`src/design/stc_pkg.sv`:
```
`default_nettype none

package stc_pkg;

    localparam int CHAR_W    = 8;
    localparam int COL_W     = 8;
    localparam int TAB_SHIFT = 3;

    localparam logic [COL_W-1:0]  COL_MAX  = 8'd255;
    localparam logic [CHAR_W-1:0] CH_EOL   = 8'd0;
    localparam logic [CHAR_W-1:0] CH_TAB   = 8'd9;
    localparam logic [CHAR_W-1:0] CH_SPACE = 8'd32;

    localparam logic ADDR_WHOLE_LINE = 1'b0;

    // one gap-closing job handed to the emitter
    typedef struct packed {
        logic              start;
        logic [CHAR_W-1:0] ch;
        logic [COL_W-1:0]  ocol;
        logic [COL_W-1:0]  dcol;
        logic              ovf;
    } job_t;

endpackage

`default_nettype wire

```
`src/design/stc_emitter.sv`:
```
`default_nettype none

module stc_emitter
(
    input  wire                          clk,
    input  wire                          rst_n,
    input  stc_pkg::job_t                job,
    output logic                         busy,
    output logic                         m_axis_tvalid,
    input  wire                          m_axis_tready,
    output logic [stc_pkg::CHAR_W-1:0]   m_axis_tdata,
    output logic                         m_axis_tlast,
    output logic                         m_axis_tuser
);

    localparam logic ST_IDLE = 1'b0;
    localparam logic ST_EMIT = 1'b1;

    localparam int STOP_W = stc_pkg::COL_W + 1;
    localparam int HI_W   = stc_pkg::COL_W - stc_pkg::TAB_SHIFT + 1;

    logic                         state_reg, state_next;
    logic [stc_pkg::COL_W-1:0]    ocol_reg, ocol_next;
    logic [stc_pkg::COL_W-1:0]    dcol_reg;
    logic [stc_pkg::CHAR_W-1:0]   ch_reg;
    logic                         ovf_reg;
    logic                         valid_reg, valid_next;
    logic [stc_pkg::CHAR_W-1:0]   data_reg, data_next;
    logic                         last_reg, last_next;
    logic                         user_reg, user_next;

    logic                         advance;
    logic [HI_W-1:0]              stop_hi;
    logic [STOP_W-1:0]            stop;
    logic [STOP_W-1:0]            ocol_inc;
    logic [STOP_W-1:0]            dcol_ext;
    logic                         use_tab;
    logic                         use_space;

    assign advance  = !valid_reg || m_axis_tready;

    // shared step unit: next tab stop and the gap compares
    assign stop_hi  = {1'b0, ocol_reg[stc_pkg::COL_W-1:stc_pkg::TAB_SHIFT]} + HI_W'(1);
    assign stop     = {stop_hi, {stc_pkg::TAB_SHIFT{1'b0}}};
    assign ocol_inc = {1'b0, ocol_reg} + STOP_W'(1);
    assign dcol_ext = {1'b0, dcol_reg};
    assign use_tab  = (stop <= dcol_ext) && (ocol_inc != dcol_ext);
    assign use_space = ocol_reg < dcol_reg;

    always_comb
    begin
        state_next = state_reg;
        ocol_next  = ocol_reg;
        valid_next = valid_reg;
        data_next  = data_reg;
        last_next  = last_reg;
        user_next  = user_reg;
        case (state_reg)
            ST_IDLE:
            begin
                if (advance)
                begin
                    valid_next = 1'b0;
                end
                if (job.start)
                begin
                    state_next = ST_EMIT;
                    ocol_next  = job.ocol;
                end
            end
            ST_EMIT:
            begin
                if (advance)
                begin
                    valid_next = 1'b1;
                    user_next  = ovf_reg;
                    if (use_tab)
                    begin
                        data_next = stc_pkg::CH_TAB;
                        last_next = 1'b0;
                        ocol_next = stop[stc_pkg::COL_W-1:0];
                    end
                    else if (use_space)
                    begin
                        data_next = stc_pkg::CH_SPACE;
                        last_next = 1'b0;
                        ocol_next = ocol_inc[stc_pkg::COL_W-1:0];
                    end
                    else
                    begin
                        data_next  = ch_reg;
                        last_next  = 1'b1;
                        state_next = ST_IDLE;
                    end
                end
            end
            default:
            begin
                state_next = ST_IDLE;
            end
        endcase
    end

    always_ff @(posedge clk or negedge rst_n)
    begin
        if (!rst_n)
        begin
            state_reg <= ST_IDLE;
            valid_reg <= 1'b0;
        end
        else
        begin
            state_reg <= state_next;
            valid_reg <= valid_next;
        end
    end

    always_ff @(posedge clk)
    begin
        ocol_reg <= ocol_next;
        data_reg <= data_next;
        last_reg <= last_next;
        user_reg <= user_next;
        if (state_reg == ST_IDLE && job.start)
        begin
            dcol_reg <= job.dcol;
            ch_reg   <= job.ch;
            ovf_reg  <= job.ovf;
        end
    end

    assign busy          = (state_reg == ST_EMIT);
    assign m_axis_tvalid = valid_reg;
    assign m_axis_tdata  = data_reg;
    assign m_axis_tlast  = last_reg;
    assign m_axis_tuser  = user_reg;

endmodule

`default_nettype wire

```
`src/design/space_to_tab_compressor_unit.sv`:
```
// Space-to-tab compressor with tab stops every 8 columns. Bytes of a line enter on
// s_axis and the line ends with a zero byte, which is passed through and clears the
// column counters for the next line. Spaces and tabs emit nothing while compressing;
// they advance a pending column. A text byte or the line end makes the block emit
// tabs up to the pending column, then spaces, then the byte itself. While
// compressing, a blank byte keeps s_axis_tready high; any other byte drops it until
// the last of its results is loaded into the output register, as a single
// gap-stepping unit produces one result per cycle while m_axis_tready is high (at
// most 39 results per line gap). Register whole_line (address 0, reset 1) selects
// compression over the whole line, or of leading blanks only with the rest copied
// verbatim. m_axis_tuser reports column saturation at 255 within the current line.
`default_nettype none

module space_to_tab_compressor_unit
(
    input  wire                          clk,
    input  wire                          rst_n,
    // APB configuration
    input  wire                          psel,
    input  wire                          penable,
    input  wire                          pwrite,
    input  wire                          paddr,
    input  wire  [31:0]                  pwdata,
    output logic [31:0]                  prdata,
    output logic                         pready,
    // input bytes
    input  wire                          s_axis_tvalid,
    output logic                         s_axis_tready,
    input  wire  [stc_pkg::CHAR_W-1:0]   s_axis_tdata,   // [7:0] in_char
    // results
    output logic                         m_axis_tvalid,
    input  wire                          m_axis_tready,
    output logic [stc_pkg::CHAR_W-1:0]   m_axis_tdata,   // [7:0] out_char
    output logic                         m_axis_tlast,
    output logic                         m_axis_tuser    // [0] overflow
);

    localparam int SUM_W = stc_pkg::COL_W + 1;
    localparam int HI_W  = stc_pkg::COL_W - stc_pkg::TAB_SHIFT + 1;

    logic                        whole_line_reg;
    logic [stc_pkg::COL_W-1:0]   emitted_reg, emitted_next;
    logic [stc_pkg::COL_W-1:0]   pending_reg, pending_next;
    logic                        copying_reg, copying_next;
    logic                        sat_reg, sat_next;

    logic                        busy;
    logic                        accept;
    logic [stc_pkg::CHAR_W-1:0]  ch;
    logic                        is_space;
    logic                        is_tab;
    logic                        pend_at_max;
    logic [SUM_W-1:0]            pend_inc;
    logic [HI_W-1:0]             stop_hi;
    logic [SUM_W-1:0]            pend_stop;
    stc_pkg::job_t               job;

    assign pready = 1'b1;
    assign prdata = (paddr == stc_pkg::ADDR_WHOLE_LINE) ? {31'd0, whole_line_reg} : 32'd0;

    always_ff @(posedge clk or negedge rst_n)
    begin
        if (!rst_n)
        begin
            whole_line_reg <= 1'b1;
        end
        else if (psel && penable && pwrite && pready && paddr == stc_pkg::ADDR_WHOLE_LINE)
        begin
            whole_line_reg <= pwdata[0];
        end
    end

    assign s_axis_tready = !busy;
    assign accept        = s_axis_tvalid && s_axis_tready;
    assign ch            = s_axis_tdata;
    assign is_space      = (ch == stc_pkg::CH_SPACE);
    assign is_tab        = (ch == stc_pkg::CH_TAB);
    assign pend_at_max   = (pending_reg == stc_pkg::COL_MAX);
    assign pend_inc      = {1'b0, pending_reg} + SUM_W'(1);
    assign stop_hi       = {1'b0, pending_reg[stc_pkg::COL_W-1:stc_pkg::TAB_SHIFT]}
                           + HI_W'(1);
    assign pend_stop     = {stop_hi, {stc_pkg::TAB_SHIFT{1'b0}}};

    always_comb
    begin
        emitted_next = emitted_reg;
        pending_next = pending_reg;
        copying_next = copying_reg;
        sat_next     = sat_reg;
        job.start    = 1'b0;
        job.ch       = ch;
        job.ocol     = emitted_reg;
        job.dcol     = pending_reg;
        job.ovf      = sat_reg;
        if (accept)
        begin
            if (copying_reg)
            begin
                // verbatim: no gap to close
                job.start = 1'b1;
                job.ocol  = '0;
                job.dcol  = '0;
            end
            else if (is_space)
            begin
                if (pend_inc > {1'b0, stc_pkg::COL_MAX})
                begin
                    pending_next = stc_pkg::COL_MAX;
                    sat_next     = 1'b1;
                end
                else
                begin
                    pending_next = pend_inc[stc_pkg::COL_W-1:0];
                end
            end
            else if (is_tab)
            begin
                if (pend_stop > {1'b0, stc_pkg::COL_MAX})
                begin
                    pending_next = stc_pkg::COL_MAX;
                    sat_next     = 1'b1;
                end
                else
                begin
                    pending_next = pend_stop[stc_pkg::COL_W-1:0];
                end
            end
            else
            begin
                job.start = 1'b1;
                if (ch != stc_pkg::CH_EOL)
                begin
                    if (whole_line_reg)
                    begin
                        if (pend_at_max)
                        begin
                            sat_next = 1'b1;
                        end
                        else
                        begin
                            pending_next = pend_inc[stc_pkg::COL_W-1:0];
                        end
                        emitted_next = pending_next;
                    end
                    else
                    begin
                        emitted_next = pending_reg;
                        copying_next = 1'b1;
                    end
                end
                job.ovf = sat_next;
            end

            if (ch == stc_pkg::CH_EOL)
            begin
                emitted_next = '0;
                pending_next = '0;
                copying_next = 1'b0;
                sat_next     = 1'b0;
            end
        end
    end

    always_ff @(posedge clk or negedge rst_n)
    begin
        if (!rst_n)
        begin
            emitted_reg <= '0;
            pending_reg <= '0;
            copying_reg <= 1'b0;
            sat_reg     <= 1'b0;
        end
        else
        begin
            emitted_reg <= emitted_next;
            pending_reg <= pending_next;
            copying_reg <= copying_next;
            sat_reg     <= sat_next;
        end
    end

    stc_emitter u_emitter
    (
        .clk           (clk),
        .rst_n         (rst_n),
        .job           (job),
        .busy          (busy),
        .m_axis_tvalid (m_axis_tvalid),
        .m_axis_tready (m_axis_tready),
        .m_axis_tdata  (m_axis_tdata),
        .m_axis_tlast  (m_axis_tlast),
        .m_axis_tuser  (m_axis_tuser)
    );

endmodule

`default_nettype wire

```
`config.mk`:
```
export PLATFORM = sky130hd
export DESIGN_NAME = space_to_tab_compressor_unit
export DESIGN_NICKNAME = d
export VERILOG_FILES = /design/src/design/stc_pkg.sv /design/src/design/stc_emitter.sv /design/src/design/space_to_tab_compressor_unit.sv
export SDC_FILE = /design/constraint.sdc
export NUM_CORES = 1
export LEC_CHECK = 0
export BUFFER_PORTS_ARGS = -buffer_cell sky130_fd_sc_hd__buf_2
export CAP_MARGIN = 10
export CORE_UTILIZATION = 35
export CTS_BUF_LIST = sky130_fd_sc_hd__clkbuf_2 sky130_fd_sc_hd__clkbuf_4 sky130_fd_sc_hd__clkbuf_8
export DETAILED_ROUTE_END_ITERATION = 8
export GPL_TIMING_DRIVEN = 1
export PLACE_DENSITY = 0.6
export REMOVE_ABC_BUFFERS = 1
export SLEW_MARGIN = 20
export SYNTH_ARGS = -nofsm -noshare
export SYNTH_HDL_FRONTEND = slang
export SYNTH_SLANG_ARGS = --single-unit
```
`constraint.sdc`:
```
create_clock -name clk -period 4.8 [get_ports clk]
set_input_delay 0.48 -clock clk [delete_from_list [all_inputs] [get_ports clk]]
set_output_delay 0.48 -clock clk [all_outputs]
set_load 0.02 [all_outputs]
```
==> results by group, run 1 <==
Layout
  – Non-Filler Instances: 554
  – Share of layout cells above drive strength 1: 0.127
  – N_diodes: 0
  – Nets: 484
  – Syn-to-layout area delta: 5.34%

Route
  – Post-route antenna net violation count: 0
  – DRT iter0 DRCs: 150
  – Vias/cell: 5.35
  – Drt first pass iters: 4
  – Final wirelength: 8830 um
  – Via count: 2965
  – Routed len/inst: 15.9 um
  – # DRC: 0

Floorplan
  – Core Box Area: 0.0105 mm2
  – Die area: 0.0113 mm2
  – Total I/O pin count: 93
  – Starting Density: 0.365
  – Die height: 106 um
  – Rows: 37
  – Die X-Extent: 106 um

Synthesis
  – Seq cells post-synth: 56
  – Register area share after synthesis: 0.413
  – FFs w/ async S/R, synth: 0.375
  – Unique cell type count in the Yosys netlist: 69
  – EDFF count, synth: 35
  – Post-synth top area cell: edfxtp_1
  – Commonest cells in the netlist: 41 x nand2_1, 35 x edfxtp_1, 34 x buf_4
  – Post-synth top area share: 0.275
  – Most frequent cell after synthesis: nand2_1
  – Yosys warning count: 0
  – Synthesized area: 0.00382 mm2
  – Post-Syn Area per Cell: 9.55 um2
  – Post-synthesis instance total: 400
  – Top cells by area, synth: edfxtp_1 28%, dfrtp_1 13%, buf_4 6.7%, ha_1 6.2%, nand2_1 4.0%
  – Main synth FF type: edfxtp_1

Setup path
  – Crit-path slowest cell: edfxtp_1
  – R2R depth: 11
  – Most used cell, CP: ha_1
  – CP cell instances: ha_1, nand3_1, xnor2_1, ha_1, nand4bb_1, or4_1, and3_4, nor2_4, a21boi_2, o21ai_0, buf_4
  – CP Data Arrival Time: 3.33 ns
  – Startpoint Class: flop
  – Slowest stage delay, CP: 0.63 ns
  – Setup CP Type: flop to flop
  – Worst EP required: 4.84 ns
  – CP Capture Type: flop
  – Crit-path max FO: 9

STA
  – Worst Skew: 0.00697 ns
  – Slew @ Worst Pin: 0.711 ns
  – Final min period: 3.29 ns
  – Fin crit share: 0.685
  – Worst slew margin: 0.521
  – Setup violators final: 0
  – Pins Over Slew Limit: 0
  – Fmax: 304 MHz
  – Final Hold Viols: 0
  – Setup TNS: 0 ns
  – RSZ-0062 raised after global routing: false

CTS
  – Worst-skew pair later-pin latency: 0.32 ns
  – Clock net sink count: 56
  – Clk buf depth: 2
  – CTS root buf: clkbuf_8
  – Post-CTS setup buffer count: 0
  – Inserted Clock Buffers: 5
  – # resized after CTS: 0
  – CTS tree: yes
  – Clock-pin slew on the worst setup and hold paths: 0.11 ns
  – H-tree depth: 2
  – Post-CTS Hold Buffers: 0

GRT
  – First-pass GRT wire length: 14200 um
  – Gr ovfl total: 0
  – Vias in the first global route: 2695
  – Initial antenna violation count: 0
  – Total GRT Usage: 0.159
  – Largest net degree at the start of global routing: 22

Pwr
  – Power Total: 2.44 mW
  – Total leakage power: 1.66 nW
  – Max rail drop VDD: 0.231 mV
  – Power per cell area: 606 mW/mm2

Run
  – Total of max-cap violations: 0

Worst hold path
  – Worst Hold Class: primary input to asynchronous set/reset pin

Placed design
  – Post-DP HPWL: 6700 um
  – Placed Cells: 546
  – Final RePlAce weighted congestion: 0.939
  – IO buf count: 29

Status
  – Status: complete, no violations
power breakdown:
| group | total [mW] | leakage, nW | internal, mW | switching (mW) |
|---|---|---|---|---|
| Combinational | 1.14 | 1.03 | 0.471 | 0.667 |
| Sequential | 1.02 | 0.588 | 0.764 | 0.255 |
| Clock | 0.281 | 0.0452 | 0.107 | 0.174 |
| Total | 2.44 | 1.66 | 1.34 | 1.10 |
worst max-delay path, delay by kind of cell, from the launching register on:
kind | cells | cell delay [ns]
and+or+nand+nor | 5 | 1.11
DFF | 1 | 0.63
adders and majority gates | 2 | 0.58
AOI/OAI and AO/OA | 2 | 0.30
buffers and inverters | 1 | 0.20
xor gates and xnor gates | 1 | 0.19
per-stage QoR:
stage	hold slack, ns	instance area (um2)	setup WS [ns]	util
CTS	0.129	4020	1.53	0.385
global route	0.152	4020	1.34	0.385
detailed placement	0.426	3930	1.57	0.376
finish	0.116	4020	1.51	0.385
floorplan	0.184	3610	1.56	-
global placement	0.404	3930	1.61	0.376
cell type report:
cell class,count,area [um2]
Tap cell,136,170
Fill cell,1079,6440
Multi-Input combinational cell,302,1950
Timing Repair Buffer,30,153
Inverter,22,82.6
Clock buffer,5,68.8
Clock inverter,3,25.0
Sequential cell,56,1580
kinds of logic (layout without fill, tap and decap cells):
| kind of cell | after synthesis | after routing | share of synthesized area |
|---|---|---|---|
| buffers and inverters | 72 | 60 | 0.107 |
| AND/OR/NAND/NOR | 132 | 132 | 0.186 |
| AO/OA/AOI/OAI | 96 | 96 | 0.176 |
| other | 2 | 32 | 0.00197 |
| adder cells (fa/ha/maj) | 19 | 19 | 0.0622 |
| XOR/XNOR | 19 | 19 | 0.0436 |
| flip-flops | 56 | 56 | 0.413 |
| multiplexers | 4 | 4 | 0.0108 |
cell usage in the layout, fill, tap and decap left out, types with 6 or more instances in the layout:
cell,count
buf_2,29
a21oi_1,18
xnor2_1,13
dfrtp_1,20
nand2_1,41
o211ai_1,7
xor2_1,6
nor2_1,13
nor3_1,9
and2_1,13
edfxtp_1,35
and3_1,8
a21o_1,6
inv_1,22
conb_1,32
nand3_1,14
ha_1,19
o21ai_0,22
metal layers:
metal	up-vias	GRT usage	part of all wire
li1	1412	-	-
met1	1435	0.216	0.46
met2	103	0.261	0.48
met3	15	0.0196	0.040
met4	0	0.0577	0.021
met5	-	0	0
final timing paths:
kind	from	endpoint	slack [ns]
min in group clk	s_axis_tdata[6]	u_emitter.ch_reg[6]$_DFFE_PP_	0.34
hold reg to reg	u_emitter.ovf_reg$_DFFE_PP_	u_emitter.m_axis_tuser$_DFFE_PP_	0.44
max in group asynchronous	rst_n	whole_line_reg$_DFFE_PN1P_	4.33
hold / removal	rst_n	pending_reg[1]$_DFFE_PN0P_	0.12
setup / recovery	u_emitter.ocol_reg[4]$_DFFE_PP_	u_emitter.ocol_reg[1]$_DFFE_PP_	1.51
setup reg to reg	u_emitter.ocol_reg[4]$_DFFE_PP_	u_emitter.ocol_reg[1]$_DFFE_PP_	1.51
Power figures use the tool's default switching activity.
==> run 2, diff against run 1 <==
PLACE_DENSITY = 0.62   (was 0.6)
clock period = 2.7 ns   (was 4.8 ns; I/O delays follow)
==> run 2 against run 1 <==
Effect of this change:
- highest routed layer unchanged
- combinational power increased by 140%
- sequential share of layout area decreased by 3.3 points
- clock-buffer cell count unchanged
- cell area increased by 9.2%
- critical endpoint is now u_emitter.m_axis_tdata[1]$_SDFFCE_PP0P_
- wire length increased by 2.4%
- non-clock buffer count increased by 38
- sequential cell count unchanged
- power increased by 100%
- first-iteration DRC count increased by 15%
- critical path depth increased by 1
- the run now ends with setup timing left
==> results by group, run 2 (synthesized netlist as in run 1, its figures left out) <==
Status
  – Status: finished, violations left (was complete, no violations)
  – Failing checks: setup timing

Pwr
  – Power per cell area: 1120 mW/mm2 (was 606 mW/mm2)
  – Max rail drop VDD: 0.515 mV (was 0.231 mV)
  – Net switching power: 2.09 mW (was 1.10 mW)
  – Clock power share: 0.101 (was 0.115)
  – Total leakage power: 1.86 nW (was 1.66 nW)
  – Power Total: 4.91 mW (was 2.44 mW)
  – Seq pwr share: 0.334 (was 0.418)
  – Power Internal: 2.82 mW (was 1.34 mW)
  – Logic pwr share: 0.565 (was 0.467)
  – Switch share: 0.425 (was 0.450)

Setup path
  – R2R setup slack: -0.11 ns (was 1.51 ns)
  – Worst r2r dst: u_emitter.m_axis_tdata[1]$_SDFFCE_PP0P_ (was u_emitter.ocol_reg[1]$_DFFE_PP_)
  – Worst EP required: 2.79 ns (was 4.84 ns)
  – Startpoint Class: flop (unchanged)
  – Crit-path max FO: 8 (was 9)
  – Slowest stage delay, CP: 0.49 ns (was 0.63 ns)
  – R2R depth: 12 (was 11)
  – FF-to-FF Start: u_emitter.ocol_reg[4]$_DFFE_PP_ (unchanged)
  – Most used cell, CP: buf_6 (was ha_1)
  – CP Capture Type: flop (unchanged)
  – Crit-path slowest cell: or4_4 (was edfxtp_1)
  – CP Data Arrival Time: 2.89 ns (was 3.33 ns)
  – CP cell instances: buf_6, ha_4, xor2_2, ha_1, nand2_2, or4_4, and3_4, nor2_4, a21boi_2, buf_4, buf_6, and2_4 (was ha_1, nand3_1, xnor2_1, ha_1, nand4bb_1, or4_1, and3_4, nor2_4, a21boi_2, o21ai_0, buf_4)
  – Setup CP Type: flop to flop (unchanged)

STA
  – Worst Skew: 0.0143 ns (was 0.00697 ns)
  – Fmax: 356 MHz (was 304 MHz)
  – Worst Slack Setup Final: -0.108 ns (was 1.51 ns)
  – Worst slew margin: 0.554 (was 0.521)
  – Slew @ Worst Pin: 0.669 ns (was 0.711 ns)
  – Setup violators final: 20 (was 0)
  – RSZ-0062 raised after global routing: true (was false)
  – Pins Over Slew Limit: 0 (unchanged)
  – Final Hold Viols: 0 (unchanged)
  – Fin crit share: 1.04 (was 0.685)
  – Final min period: 2.81 ns (was 3.29 ns)

Layout
  – Cell area after layout: 0.00439 mm2 (was 0.00402 mm2)
  – Multi-input gate area: 0.00202 mm2 (was 0.00195 mm2)
  – Commonest non-fill, non-tap cell in the layout: nand2_1 (unchanged)
  – Fillers: 1048 (was 1079)
  – N_diodes: 0 (unchanged)
  – Syn-to-layout area delta: 15.0% (was 5.34%)
  – Utilization after layout: 0.420 (was 0.385)
  – FF+latch area: 0.00158 mm2 (unchanged)
  – Most frequent cells in the layout: 40 x nand2_1, 35 x buf_4, 35 x edfxtp_1 (was 41 x nand2_1, 35 x edfxtp_1, 32 x conb_1)
  – Nets: 522 (was 484)
  – Non-Filler Instances: 592 (was 554)
  – Share of layout cells above drive strength 1: 0.228 (was 0.127)

CTS
  – H-tree depth: 2 (unchanged)
  – Clock-pin slew on the worst setup and hold paths: 0.12 ns (was 0.11 ns)
  – CTS tree: yes (unchanged)
  – Clock net sink count: 56 (unchanged)
  – CTS root buf: clkbuf_8 (unchanged)
  – Worst-skew pair later-pin latency: 0.32 ns (about the same)
  – Inserted Clock Buffers: 5 (unchanged)
  – Clk buf depth: 2 (unchanged)

Route
  – Vias/cell: 5.26 (was 5.35)
  – Routed len/inst: 15.3 um (was 15.9 um)
  – Post-route antenna net violation count: 0 (unchanged)
  – DRT iter0 DRCs: 173 (was 150)
  – Via count: 3111 (was 2965)
  – # DRC: 0 (unchanged)
  – Final wirelength: 9050 um (was 8830 um)
  – Drt first pass iters: 4 (unchanged)

GRT
  – Largest net degree at the start of global routing: 22 (unchanged)
  – Initial antenna violation count: 0 (unchanged)
  – Vias in the first global route: 2910 (was 2695)
  – Total GRT Usage: 0.161 (was 0.159)
  – Gr ovfl total: 0 (unchanged)
  – First-pass GRT wire length: 14400 um (was 14200 um)

Placed design
  – Placed Cells: 571 (was 546)
  – Final RePlAce weighted congestion: 0.942 (was 0.939)
  – Placed cell areas: 0.00412 mm2 (was 0.00393 mm2)
  – IO buf count: 29 (unchanged)
  – Post-DP HPWL: 6720 um (was 6700 um)
  – Dpl ws: -0.149 ns (was 1.57 ns)

Worst hold path
  – Worst Hold Depth: 1
  – Hold_sp: s_axis_tdata[7]
  – Hold Path Sink: u_emitter.ch_reg[7]$_DFFE_PP_
  – Worst Hold Class: primary input to flop (was primary input to asynchronous set/reset pin)

Floorplan
  – Core Box Area: 0.0105 mm2 (unchanged)
  – Die height: 106 um (unchanged)
  – Die X-Extent: 106 um (unchanged)
  – Total I/O pin count: 93 (unchanged)
  – Rows: 37 (unchanged)
  – Die area: 0.0113 mm2 (unchanged)
  – Starting Density: 0.365 (unchanged)

Run
  – Total of max-cap violations: 0 (unchanged)
==> run 2: how the worst max path moves through the flow <==
stage | from | to | cells after the start
after floorplan | u_emitter.ocol_reg[4]$_DFFE_PP_ | u_emitter.ocol_reg[0]$_DFFE_PP_ | 10
after global placement | u_emitter.ocol_reg[3]$_DFFE_PP_ | u_emitter.ocol_reg[1]$_DFFE_PP_ | 11
after detailed placement | u_emitter.ocol_reg[3]$_DFFE_PP_ | u_emitter.ocol_reg[2]$_DFFE_PP_ | 11
after CTS | u_emitter.ocol_reg[3]$_DFFE_PP_ | u_emitter.ocol_reg[4]$_DFFE_PP_ | 10
after global routing | u_emitter.ocol_reg[4]$_DFFE_PP_ | u_emitter.ocol_reg[4]$_DFFE_PP_ | 11
final | u_emitter.ocol_reg[4]$_DFFE_PP_ | u_emitter.m_axis_tdata[1]$_SDFFCE_PP0P_ | 12
==> run 2: worst max-delay path, delay by kind of cell (launching register included) <==
family | cells | cell delay [ns]
compound gates | 1 | 0.08
flops | 1 | 0.44
xor+xnor | 1 | 0.14
simple gates | 5 | 1.02
fa+ha+maj | 2 | 0.45
buf+inv | 3 | 0.44
==> run 2: power groups by stage <==
stage / sequential [mW] / combinational, mW / clock (mW)
4_1_cts: 1.63 / 2.55 / 0.504
2_1_floorplan: 1.76 / 1.43 / 0
6_report: 1.64 / 2.78 / 0.496
3_5_place_dp: 1.64 / 2.45 / 0
3_3_place_gp: 1.64 / 2.41 / 0
5_1_grt: 1.68 / 3.04 / 0.544
==> run 2: layout make-up <==
class,count,area share
clock inverters,3,0.00570
clock buffers,5,0.0157
inverters,22,0.0188
flip-flops and latches,56,0.359
multi-input cells,302,0.459
well taps,136,0.0387
repair buffers,68,0.103
==> run 2: timing repair <==
action	in CTS	in global routing
gates cloned	0	0
pin swaps	6	13
hold buffers	1	0
endpoints found under the hold margin	20	0
setup buffers	4	8
setup endpoints to repair	22	22
resized for setup	8	12
==> run 2: routing by layer <==
metal	share of wire	global-route usage	vias up
met1	0.45	0.212	1485
met2	0.48	0.275	120
li1	-	-	1493
met5	0	0	-
met4	0.020	0.0538	0
met3	0.050	0.0190	13
==> run 2: per-stage QoR <==
step | TNS (ns) | hold WS, ns
after global placement | -1.59 | 0.277
final | -1.71 | 0.133
after global routing | -3.71 | 0.121
after detailed placement | -2.19 | 0.276
after floorplan | -4.84 | -0.0256
after CTS | -0.728 | 0.132
